## config.mk

```make
export PLATFORM = sky130hd
export DESIGN_NAME = lct_cell
export DESIGN_NICKNAME = d
export VERILOG_FILES = /design/src/design/lct_pkg.sv /design/src/design/lct_cell.sv
export SDC_FILE = /design/constraint.sdc
export NUM_CORES = 1
export LEC_CHECK = 0
export BUFFER_PORTS_ARGS = -buffer_cell sky130_fd_sc_hd__buf_2
export CAP_MARGIN = 20
export CELL_PAD_IN_SITES_DETAIL_PLACEMENT = 1
export CELL_PAD_IN_SITES_GLOBAL_PLACEMENT = 1
export CORE_MARGIN = 2
export CORE_UTILIZATION = 30
export CTS_CLUSTER_SIZE = 14
export DETAILED_ROUTE_END_ITERATION = 8
export GPL_ROUTABILITY_DRIVEN = 0
export GPL_TIMING_DRIVEN = 0
export PLACE_DENSITY = 0.66
export SKIP_CTS_REPAIR_TIMING = 1
export SYNTH_ARGS = -nofsm -noshare
export SYNTH_HDL_FRONTEND = slang
export SYNTH_SLANG_ARGS = --single-unit
```

## constraint.sdc

```tcl
create_clock -name clk_i -period 2.59 [get_ports clk_i]
set_clock_uncertainty 0.05 [all_clocks]
set_input_delay 0.518 -clock clk_i [delete_from_list [all_inputs] [get_ports clk_i]]
set_output_delay 0.518 -clock clk_i [all_outputs]
set_load 0.005 [all_outputs]
```

## src/design/lct_pkg.sv

```systemverilog
// ----------------------------------------------------------------------------
// lct_pkg
// Shared types and constants of the LRU cache traffic counter.
// ----------------------------------------------------------------------------
package lct_pkg;

  localparam int unsigned CNT_W = 32;
  localparam logic [CNT_W-1:0] CNT_MAX = '1;

  // Control part of the link between neighboring cells.
  typedef struct packed {
    logic active;       // search wave is at this link
    logic hit;          // a cell above already matched
    logic hit_dirty;    // dirty mark of the matched entry
    logic carry_valid;  // entry pushed down from above
    logic carry_dirty;
  } lct_ctl_t;

endpackage

```

## src/design/lct_cell.sv

```systemverilog
// ----------------------------------------------------------------------------
// lct_cell
// One slot of the recency stack: holds an entry and passes the wave down.
// ----------------------------------------------------------------------------
module lct_cell #(
  parameter int unsigned ID_BITS = 16
) (
  input  logic                 clk_i,
  input  logic                 rst_ni,
  input  lct_pkg::lct_ctl_t    link_i,
  input  logic [ID_BITS-1:0]   id_i,
  input  logic [ID_BITS-1:0]   carry_tag_i,
  input  logic                 set_dirty_i,
  output lct_pkg::lct_ctl_t    link_o,
  output logic [ID_BITS-1:0]   id_o,
  output logic [ID_BITS-1:0]   carry_tag_o
);
  import lct_pkg::*;

  logic               valid_q, valid_d;
  logic               dirty_q, dirty_d;
  logic [ID_BITS-1:0] tag_q, tag_d;
  lct_ctl_t           ctl_q, ctl_d;
  logic [ID_BITS-1:0] id_q;
  logic [ID_BITS-1:0] ctag_q, ctag_d;
  logic               take;
  logic               match;

  assign take  = link_i.active & ~link_i.hit;
  assign match = take & valid_q & (tag_q == id_i);

  always_comb begin
    valid_d = valid_q;
    dirty_d = dirty_q;
    tag_d   = tag_q;
    ctl_d   = link_i;
    ctag_d  = carry_tag_i;
    if (take) begin
      // take the entry from above in every case
      valid_d = link_i.carry_valid;
      dirty_d = link_i.carry_dirty;
      tag_d   = carry_tag_i;
      if (match) begin
        ctl_d.hit       = 1'b1;
        ctl_d.hit_dirty = dirty_q;
      end else begin
        // push own entry one slot down
        ctl_d.carry_valid = valid_q;
        ctl_d.carry_dirty = dirty_q;
        ctag_d            = tag_q;
      end
    end
    dirty_d = dirty_d | set_dirty_i;
  end

  always_ff @(posedge clk_i or negedge rst_ni) begin
    if (!rst_ni) begin
      valid_q <= 1'b0;
      dirty_q <= 1'b0;
      ctl_q   <= '0;
    end else begin
      valid_q <= valid_d;
      dirty_q <= dirty_d;
      ctl_q   <= ctl_d;
    end
  end

  always_ff @(posedge clk_i) begin
    tag_q  <= tag_d;
    id_q   <= id_i;
    ctag_q <= ctag_d;
  end

  assign link_o      = ctl_q;
  assign id_o        = id_q;
  assign carry_tag_o = ctag_q;

endmodule

```

==> run summary, run 1 <==
In the layout the commonest cells are sky130_fd_sc_hd__buf_2 (76), sky130_fd_sc_hd__dfxtp_1 (32), sky130_fd_sc_hd__xnor2_1 (16), sky130_fd_sc_hd__edfxtp_1 (16), sky130_fd_sc_hd__mux2_4 (10). The number of cells on the worst hold path came out at 1. Using the TritonRoute via totals, the vias-per-cell ratio works out to 4.27.

Relative slew slack: 0.478. Traced cell by cell, the critical path runs through xnor2_1, nand4_1, nor4_4, a21oi_4, buf_6, mux2_4. The worst slack on hold paths is 285 ps, and the post-placement setup slack is 168 ps. The average cell area after synthesis came out at 16.8 sq um. Setup violations remaining at the end of the flow were counted as 0. IR analysis of the VDD net gives a maximum drop of 226 uV.

In this run the vertical extent of the chip is 81.7 um. The footprint of the flip-flops and latches came out at 0.00130 sq mm. The ratio of total power to cell area works out to 704 mW/mm^2. The number of buffers added on ports is 76, and the hold violation count in the final report is 0.

The maximum clock frequency is 0.466 GHz. Counting every sink on the clock net gives 55. The final-report max-slew violation count is 0.

After layout, the minimum clock period comes to 2150 ps. The number of nets handed over by synthesis was 148. The logs give 3940 um for the total detailed-routing wirelength and 2 for the number of levels in the clock H-tree.

The routed layout has 1140 vias. For the number of global-route vias before repair, the log shows 1156. The tools report the cell at the root of the clock tree as sky130_fd_sc_hd__clkbuf_8. Maximum number of pins on one net before global-route repair: 20. The placement-stage cell area came out at 0.00229 sq mm. The number of antenna diodes in the final layout is 0.

TritonCTS built the clock tree. The startpoint type of the worst setup path is a flip-flop. Compared with the post-synthesis result, the final layout area differs by 32.4%. Synthesis inferred 55 register bits. Setup repair after global routing left no endpoint under its margin. The tools report the kind of end point of the critical path as a flip-flop. The netlist area before placement was 0.00181 sq mm. The clock input transition at the sequential cells of the worst setup and hold paths came out at 90 ps. After detailed routing, the number of remaining DRC violations is 0. Pin placement for this block handled 77 I/O pins.

The library cell used most frequently in the layout, excluding fill and tap cells, is sky130_fd_sc_hd__buf_2. For this design the static power due to leakage is 1.05 nW. STA puts the critical path data arrival time at 2290 ps. Area occupied by multi-input gates: 502 sq um. In this run the critical register-to-register path is captured at carry_tag_o[8]$_DFF_P_. In this run, the number of DRC markers left after iteration 0 of detailed routing was 18. The initialized floorplan defines 28 standard-cell rows.

The logs give 0.408 for the utilization after layout and 0 for the max-capacitance violation count. The fraction of layout instances using a drive strength above 1 was 0.542; the placed wire-length estimate after detailed placement was 3060 um. The CTS buffer count came out at 5.

The critical path required time was 2730 ps; the number of cells traversed by the worst register-to-register path was 6. The floorplan step defined a core boundary enclosing 0.00589 sq mm. Yosys printed 0 warnings. The path type of the worst min-delay path was in2reg. The initial core utilization is 0.308, and the count of distinct cell types in the synthesized netlist is 18.

The detail route stage leaves a number of antenna-violating nets equal to 0. The width of the die came out at 81.7 um. The startpoint of the most critical hold path is id_i[3]. Setup total negative slack on the finished layout was measured at 0 ps. At the later pin of the worst-skew pair, clock insertion delay measures 300 ps. Total power: 1.69 mW.

For hold timing, the worst endpoint is id_o[3]$_DFF_P_. The cell with the largest stage delay on the worst path was sky130_fd_sc_hd__nor4_4. Count of TritonRoute iterations in the first routing pass: 4. The net count of the finished layout is 232.

The logs give 0 for the total grt overflow and 0.121 for the overall global routing resource usage. The die covers 0.00668 sq mm. The logs give 443 ps for the final worst slack and 5780 um for the wire length of the first global-routing pass.

At the pin with the least slew margin, the transition time is 782 ps. The category of cells accounting for the largest share of critical-path delay is simple AND/OR/NAND/NOR gates. For this run, the slowest stage of the critical path takes 490 ps. The worst path buffer plus inverter count was 1. The layout has 635 filler cells.

For the post-synthesis instance total, the log shows 108. The share of the clock period used by the worst path after layout was 0.829. The sequential-to-total area share from yosys stat came out at 0.715. Across all register-to-register paths, the minimum setup slack is 440 ps. The run finished with clean final reports. The instance count after placement with tap cells included is 259. The number of buffers on the longest clock path was 2; the average wire per cell in the routed design was 14.8 um.

For the filler-free cell count of the finished design, the log shows 267. The initial antenna violation count was 0. The category of the critical setup timing path is reg2reg. The finished cells cover 0.00240 sq mm. The tools report the reg-to-reg startpoint as tag_q[10]$_DFFE_PN_. Along the worst path, the maximum fanout reaches 10.
-- state kept, by name, summed over array words and instances, names as in the netlist --
| name | cells |
|---|---|
| carry_tag_o | 16 |
| dirty_q | 1 |
| id_o | 16 |
| link_o | 5 |
| tag_q | 16 |
| valid_q | 1 |
-- cell families (layout without fill, tap and decap cells) --
kind of cell | Yosys count | count (layout) | synth area share
mux | 18 | 18 | 0.133
xor+xnor | 16 | 16 | 0.0773
buf+inv | 2 | 86 | 0.00828
compound gates | 3 | 3 | 0.0186
simple gates | 14 | 14 | 0.0483
flops | 55 | 55 | 0.715
-- where the power goes --
group,total [mW],switching [mW],internal [mW]
Clock,0.543,0.259,0.284
Sequential,0.971,0.0235,0.948
Combinational,0.175,0.0750,0.0997
-- layout make-up --
type,count,share of cell area
plain buffers,1,0.00469
clock buffers,6,0.0302
multi-input cells,51,0.209
inverters,1,0.00156
flip-flops and latches,55,0.540
repair buffers,77,0.163
clock inverters,1,0.0125
well taps,75,0.0391
-- cell usage after synthesis --
cell type,instances,share of area
sky130_fd_sc_hd__nand4_1,4,0.014
sky130_fd_sc_hd__a31o_2,1,0.0048
sky130_fd_sc_hd__xnor2_1,16,0.077
sky130_fd_sc_hd__nand3b_1,1,0.0041
sky130_fd_sc_hd__nor4_4,1,0.012
sky130_fd_sc_hd__mux2_4,10,0.083
sky130_fd_sc_hd__mux2_2,8,0.050
sky130_fd_sc_hd__o22a_1,1,0.0048
sky130_fd_sc_hd__dfrtp_1,7,0.097
sky130_fd_sc_hd__nand3_1,1,0.0028
sky130_fd_sc_hd__edfxtp_1,16,0.27
sky130_fd_sc_hd__nand2_1,5,0.010
sky130_fd_sc_hd__buf_6,1,0.0062
sky130_fd_sc_hd__dfxtp_1,32,0.35
sky130_fd_sc_hd__a21oi_4,1,0.0090
sky130_fd_sc_hd__nand2b_1,1,0.0035
sky130_fd_sc_hd__nor2_1,1,0.0021
sky130_fd_sc_hd__inv_1,1,0.0021
-- worst max-delay path by stage --
stage | start | slack (ps) | end | depth (start not counted)
after CTS | tag_q[10]$_DFFE_PN_ | 390 | carry_tag_o[11]$_DFF_P_ | 6
after global routing | tag_q[10]$_DFFE_PN_ | 280 | carry_tag_o[13]$_DFF_P_ | 6
after floorplan | id_i[14] | 610 | link_o[0]$_DFF_PN0_ | 6
after global placement | id_i[10] | 180 | carry_tag_o[10]$_DFF_P_ | 7
final | tag_q[10]$_DFFE_PN_ | 440 | carry_tag_o[8]$_DFF_P_ | 6
after detailed placement | id_i[10] | 170 | carry_tag_o[8]$_DFF_P_ | 7
-- metal layers --
layer  wire, um  track usage  vias to the layer above  part of all wire
met5          0            0                        -                 0
met4         53       0.0550                        0             0.013
met3        285       0.0319                        4             0.072
met2       2020        0.213                       46              0.51
met1       1580        0.136                      549              0.40
li1           -            -                      541                 -
Note: power is estimated with default switching activity, not from simulation.
==> inputs of run 2 (changes only) <==
--- a/config.mk
+++ b/config.mk
@@ -15,7 +15,7 @@
 export DETAILED_ROUTE_END_ITERATION = 8
 export GPL_ROUTABILITY_DRIVEN = 0
 export GPL_TIMING_DRIVEN = 0
-export PLACE_DENSITY = 0.66
+export PLACE_DENSITY = 0.69
 export SKIP_CTS_REPAIR_TIMING = 1
 export SYNTH_ARGS = -nofsm -noshare
 export SYNTH_HDL_FRONTEND = slang
==> constraint.sdc (replaced) <==
create_clock -name clk_i -period 1.9 [get_ports clk_i]
set_clock_uncertainty 0.05 [all_clocks]
set_input_delay 0.38 -clock clk_i [delete_from_list [all_inputs] [get_ports clk_i]]
set_output_delay 0.38 -clock clk_i [all_outputs]
set_load 0.005 [all_outputs]
==> run summary, run 2 (synthesis gave the netlist of run 1 again) <==
Compared with the post-synthesis result, the final layout area differs by 36.6%. The net switching power figure was 0.536 mW (+50%); the maximum net fanout on the critical path was 5 (-5). The overall global routing resource usage was 0.116 (-0.00507). The chip height was 81.7 um (unchanged). Worst-case register-to-register setup slack: -80 ps (-520 ps). The instance count after placement with tap cells included is 259 (unchanged). The worst setup path is captured at a flip-flop. The run gives 0 (unchanged) as the final-report max-slew violation count. The leakage component of the power was 1.09 nW (+3.7%). The critical path is of the reg2reg type.

The run gives 43 (+25) as the number of DRC markers in iteration 0. The most common library cell in the layout ignoring fill and taps was sky130_fd_sc_hd__buf_2. On the critical path, the stage with the largest delay is an instance of sky130_fd_sc_hd__edfxtp_1.

The run gives 0 (unchanged) as the DRC violation count after routing. Maximum number of pins on one net before global-route repair: 20 (unchanged). The count of boundary I/O pins was 77 (unchanged). The startpoint of the most critical hold path is id_i[8].

The run gives 1119 (-3.2%) as the number of global-route vias before repair. The number of levels in the clock H-tree was 2 (unchanged); the maximum clock frequency was 0.506 GHz (+8.6%). The slew of the pin with the lowest slew margin came out at 779 ps (-2.68 ps). The final reports fail on setup timing. The final worst slack is -77.5 ps (-521 ps). The number of buffers on the longest clock path is 2 (unchanged), and the post-detailed-route count of antenna-violating nets is 0 (unchanged). Clock latency reported for the late side of the worst-skew pair: 310 ps (about the same).

The switching share of total power is 0.239 (+0.0267), and the total inserted antenna cells is 0 (unchanged). The total clock sinks was 55 (unchanged); the register share of total power was 0.590 (+0.015). For the final net count, the log shows 238 (+2.6%). The run gives 274 (+2.6%) as the filler-free cell count of the finished design. Setup repair after global routing could not meet its margin everywhere. The total power was 2.25 mW (+33%). The tools report the wire length of the first global-routing pass as 5670 um (-1.8%).

Average wire per cell in the routed design: 13.7 um (-7.0%). The power share of the clock group was 0.298 (-0.024). The run gives 4 (unchanged) as the count of TritonRoute iterations in the first routing pass. The delay of the slowest critical-path stage works out to 420 ps (-70 ps). Initial antenna violation count: 0 (unchanged). The run gives 0.421 (+0.0132) as the utilization after layout. The library cells used most frequently in the layout, excluding fill and tap cells, are sky130_fd_sc_hd__buf_2 (76), sky130_fd_sc_hd__dfxtp_1 (32), sky130_fd_sc_hd__xnor2_1 (16), sky130_fd_sc_hd__edfxtp_1 (16), sky130_fd_sc_hd__mux2_4 (10). The number of cells traversed by the worst register-to-register path is 7 (+1).

Startpoint type of the worst setup path: a flip-flop. The run gives 0 (unchanged) as the hold violation count in the final report. The run finished, with violations left.

For hold timing, the worst endpoint is id_o[8]$_DFF_P_. The max-capacitance violation count was 0 (unchanged). Number of vias after detailed routing: 1159 (+1.7%). The logs give 0 (unchanged) for the total grt overflow and 285 uV (+26%) for the highest ir drop seen on vdd.

For the placed wire-length estimate after detailed placement, the log shows 2880 um (-6.0%). In this run the worst hold path is classified as in2reg. In this run the critical register-to-register path is captured at carry_tag_o[11]$_DFF_P_.

The number of fill cells was 644 (+1.4%). The run gives 2130 ps (-160 ps) as the arrival time reported for the critical path endpoint. The fraction of power consumed by combinational cells is 0.112 (+0.009). TritonCTS built the clock tree. The number of cells on the worst hold path came out at 1 (unchanged). The average vias per placed instance is 4.23 (-0.93%), and the clock input transition at the sequential cells of the worst setup and hold paths is 110 ps (+20 ps).

The CTS buffer count was 5 (unchanged); the cell-internal power was 1.71 mW (+29%). The total die area was 0.00668 sq mm (unchanged); the number of buffers added on ports was 76 (unchanged). The tools report the number of failing setup endpoints in the final timing report as 17 (+17).

The tools report the total detailed-routing wirelength as 3760 um (-4.6%). The critical path required time is 2050 ps (-680 ps), and the share of the clock period used by the worst path after layout is 1.04 (+0.212). The minimum period implied by the final worst setup slack works out to 1980 ps (-169 ps).

The tools report the number of cell rows as 28 (unchanged). The cell at the root of the clock tree was sky130_fd_sc_hd__clkbuf_8. The ratio of total power to cell area is 907 mW/mm^2 (+29%), and the floorplan core area is 0.00589 sq mm (unchanged). The width of the die works out to 81.7 um (unchanged). The reg-to-reg startpoint was tag_q[7]$_DFFE_PN_.

The relative slew slack came out at 0.480 (+0.00179). The fraction of layout instances using a drive strength above 1 works out to 0.563 (+0.0211). Walking the worst path, the cells encountered are xnor2_1, nand4_1, nor4_4, buf_4, a21oi_4, clkbuf_16, mux2_4. The initial core utilization is 0.308 (unchanged). The worst slack on hold paths was 135 ps (-150 ps). The run gives -747 ps (-747 ps) as the sum of negative setup slack.
## run 2: routing by layer
| layer | vias up | GRT usage | routed length (um) | part of all wire |
|---|---|---|---|---|
| met5 | - | 0 | 0 | 0 |
| met4 | 0 | 0.0550 | 68 | 0.018 |
| met3 | 5 | 0.0297 | 263 | 0.070 |
| met2 | 47 | 0.191 | 1870 | 0.50 |
| met1 | 549 | 0.141 | 1550 | 0.41 |
| li1 | 558 | - | - | - |
## run 2: how the worst max path moves through the flow
stage,start,to,slack (ps),depth (start not counted)
6_report,tag_q[7]$_DFFE_PN_,carry_tag_o[11]$_DFF_P_,-80,7
5_1_grt,tag_q[13]$_DFFE_PN_,carry_tag_o[11]$_DFF_P_,-190,7
4_1_cts,tag_q[7]$_DFFE_PN_,link_o[0]$_DFF_PN0_,-270,6
3_5_place_dp,id_i[7],link_o[0]$_DFF_PN0_,-340,7
3_3_place_gp,id_i[7],carry_tag_o[8]$_DFF_P_,-300,7
2_1_floorplan,tag_q[14]$_DFFE_PN_,link_o[0]$_DFF_PN0_,50,6
## run 2: area by class of cell
class                   instances  area, sq um  share of cell area
flip-flops and latches         55         1300               0.523
well taps                      75         93.8              0.0379
repair buffers                 83          465               0.188
inverters                       1         3.75             0.00152
clock buffers                   5         68.8              0.0278
multi-input cells              51          502               0.203
clock inverters                 3         27.5              0.0111
plain buffers                   1         20.0             0.00808
## run 2: power by group through the flow
| stage | sequential, mW | clock (mW) | combinational, mW |
|---|---|---|---|
| 2_1_floorplan | 1.36 | 0 | 0.104 |
| 3_3_place_gp | 1.35 | 0 | 0.237 |
| 3_5_place_dp | 1.35 | 0 | 0.242 |
| 4_1_cts | 1.33 | 0.702 | 0.243 |
| 5_1_grt | 1.33 | 0.748 | 0.278 |
| 6_report | 1.32 | 0.670 | 0.252 |
## run 2: through the flow
| step | setup WS [ps] | cell area [sq um] |
|---|---|---|
| floorplan | 53.8 | 1810 |
| global placement | -304 | 2290 |
| detailed placement | -338 | 2290 |
| CTS | -271 | 2380 |
| global route | -187 | 2480 |
| finish | -77.5 | 2480 |
## run 2: critical path, delay by kind of cell, from the launching register on
family,cells,cell delay [ps]
muxes,1,290
and+or+nand+nor,2,460
buffers and inverters,2,350
xor gates and xnor gates,1,200
AOI/OAI and AO/OA,1,90
DFF,1,420
==> inputs of run 3 (changes only) <==
--- a/config.mk
+++ b/config.mk
@@ -15,7 +15,7 @@
 export DETAILED_ROUTE_END_ITERATION = 8
 export GPL_ROUTABILITY_DRIVEN = 0
 export GPL_TIMING_DRIVEN = 0
-export PLACE_DENSITY = 0.69
+export PLACE_DENSITY = 0.66
 export SKIP_CTS_REPAIR_TIMING = 1
 export SYNTH_ARGS = -nofsm -noshare
 export SYNTH_HDL_FRONTEND = slang
==> constraint.sdc (replaced) <==
create_clock -name clk_i -period 2.3 [get_ports clk_i]
set_clock_uncertainty 0.05 [all_clocks]
set_input_delay 0.46 -clock clk_i [delete_from_list [all_inputs] [get_ports clk_i]]
set_output_delay 0.46 -clock clk_i [all_outputs]
set_load 0.005 [all_outputs]
==> run summary, run 3 (synthesis gave the netlist of run 1 again) <==
The flow ran to the end, and the final reports show no timing, DRC or antenna violations. The library cells used most frequently in the layout, excluding fill and tap cells, are sky130_fd_sc_hd__buf_2 (76), sky130_fd_sc_hd__dfxtp_1 (32), sky130_fd_sc_hd__xnor2_1 (16), sky130_fd_sc_hd__edfxtp_1 (16), sky130_fd_sc_hd__mux2_4 (10). The tools report the final worst slack as 162 ps (+239 ps). The ratio of total power to cell area was 792 mW/mm^2 (-13%); the count of TritonRoute iterations in the first routing pass was 4 (unchanged).

The area occupied by multi-input gates is 502 sq um (unchanged). The total grt overflow is 0 (unchanged), and the overall global routing resource usage is 0.121 (+0.00507). STA classifies the critical path startpoint as a flip-flop. Slew of the pin with the lowest slew margin: 790 ps (+10.6 ps). The clock input transition at the sequential cells of the worst setup and hold paths was 90 ps (-20 ps). Number of levels in the clock H-tree: 2 (unchanged). The average wire per cell in the routed design came out at 14.8 um (+7.5%).

The minimum period implied by the final worst setup slack came out at 2140 ps (+161 ps). For the number of DRC markers in iteration 0, the log shows 23 (-47%). The tools report the startpoint of the most critical hold path as id_i[9]. The post-placement setup slack was -64.3 ps (+274 ps). The path type of the worst min-delay path is in2reg. The number of buffers added on ports is 76 (unchanged), and the highest ir drop seen on vdd is 255 uV (-11%). The clock latency reported for the late side of the worst-skew pair was 300 ps (about the same); the share of the clock period used by the worst path after layout was 0.930 (-0.111). The number of cell rows came out at 28 (unchanged). The leakage component of the power was 1.05 nW (-3.6%); the placement-stage cell area was 0.00229 sq mm (unchanged). The placed wire-length estimate after detailed placement is 3060 um (+6.4%). Setup repair after global routing left no endpoint under its margin. Leaving out fill and tap cells, the most frequent cell in the layout is sky130_fd_sc_hd__buf_2. The number of vias after detailed routing was 1139 (-1.7%). The width of the die was 81.7 um (unchanged); the number of failing setup endpoints in the final timing report was 0 (-17). The arrival time reported for the critical path endpoint is 2280 ps (+150 ps). Total detailed-routing wirelength: 3940 um (+4.7%). Tracing the worst setup path back leads to its startpoint at tag_q[4]$_DFFE_PN_. The maximum net fanout on the critical path was 10 (+5). The kind of end point of the critical path is a flip-flop. Wire length of the first global-routing pass: 5780 um (+1.8%). The final net count came out at 232 (-2.5%). The run gives 20 (unchanged) as the maximum number of pins on one net before global-route repair. The maximum clock frequency is 0.468 GHz (-7.5%), and the DRC violation count after routing is 0 (unchanged). The logs give 77 (unchanged) for the count of boundary I/O pins and 0 (unchanged) for the total inserted antenna cells. The post-detailed-route count of antenna-violating nets was 0 (unchanged). Fraction of layout instances using a drive strength above 1: 0.542 (-0.0211).

For the number of global-route vias before repair, the log shows 1156 (+3.3%). The total die area is 0.00668 sq mm (unchanged), and the average vias per placed instance is 4.27 (+0.85%). Reg-to-reg startpoint: tag_q[4]$_DFFE_PN_. The run gives 0 (unchanged) as the hold violation count in the final report. The total clock sinks is 55 (unchanged). The floorplan core area is 0.00589 sq mm (unchanged), and the chip height is 81.7 um (unchanged). Initial core utilization: 0.308 (unchanged). The setup path with the least slack is of type reg2reg. The utilization after layout is 0.408 (-0.0132), and the total non-filler cell area in the finished layout is 0.00240 sq mm (-3.1%).

Critical path required time: 2440 ps (+390 ps). The cell at the root of the clock tree is sky130_fd_sc_hd__clkbuf_8. The initial antenna violation count came out at 0 (unchanged). The run gives 635 (-1.4%) as the number of fill cells. The number of buffers on the longest clock path came out at 2 (unchanged).

TritonCTS built the clock tree. The max-capacitance violation count was 0 (unchanged); the footprint of the flip-flops and latches was 0.00130 sq mm (unchanged). The growth of design area from synthesis to finish was 32.4%. The tools report the final-report max-slew violation count as 0 (unchanged).

The CTS buffer count is 5 (unchanged). For the relative slew slack, the log shows 0.473 (-0.00710).
## run 3: worst paths after layout
kind / endpoint / slack (ps) / cells after the start
worst max-delay path: carry_tag_o[8]$_DFF_P_ / 160 / 6
worst min-delay path: id_o[9]$_DFF_P_ / 230 / 1
worst max register to register: carry_tag_o[8]$_DFF_P_ / 160 / 6
worst min register to register: carry_tag_o[0]$_DFF_P_ / 480 / 1
max in group asynchronous: link_o[4]$_DFF_PN0_ / 1580 / 2
min in group asynchronous: link_o[2]$_DFF_PN0_ / 470 / 2
## run 3: worst max-delay path, cell delays in order (launching register included)
cell	delay, ps
sky130_fd_sc_hd__edfxtp_1	420
sky130_fd_sc_hd__xnor2_1	180
sky130_fd_sc_hd__nand4_1	200
sky130_fd_sc_hd__nor4_4	490
sky130_fd_sc_hd__a21oi_4	180
sky130_fd_sc_hd__buf_6	200
sky130_fd_sc_hd__mux2_4	300
## run 3: final cells by class
| class | instances | share of cell area |
|---|---|---|
| buffer | 1 | 0.00469 |
| clock buffer | 6 | 0.0302 |
| clock inverter | 1 | 0.0125 |
| inverter | 1 | 0.00156 |
| multi-input combinational | 51 | 0.209 |
| sequential | 55 | 0.540 |
| tap | 75 | 0.0391 |
| timing repair buffer | 77 | 0.163 |
## run 3: power by group
part	leakage, nW	total [mW]	switching, mW	internal [mW]
sequential	0.500	1.09	0.0266	1.07
combinational	0.501	0.196	0.0842	0.112
clock	0.0513	0.611	0.291	0.320
total	1.05	1.90	0.402	1.50
## run 3: stage by stage
step | TNS [ps] | std cells | hold WS, ps | power, mW
floorplan | 0 | 108 | 114 | 1.21
global placement | -474 | 259 | 247 | 1.31
detailed placement | -588 | 259 | 254 | 1.32
CTS | 0 | 266 | -78.9 | 1.93
global route | 0 | 267 | 212 | 2.00
finish | 0 | 267 | 227 | 1.90
## run 3: metal layers
| metal | part of all wire | global-route usage |
|---|---|---|
| met1 | 0.40 | 0.136 |
| met2 | 0.51 | 0.213 |
| met3 | 0.072 | 0.0319 |
| met4 | 0.019 | 0.0550 |
| met5 | 0 | 0 |
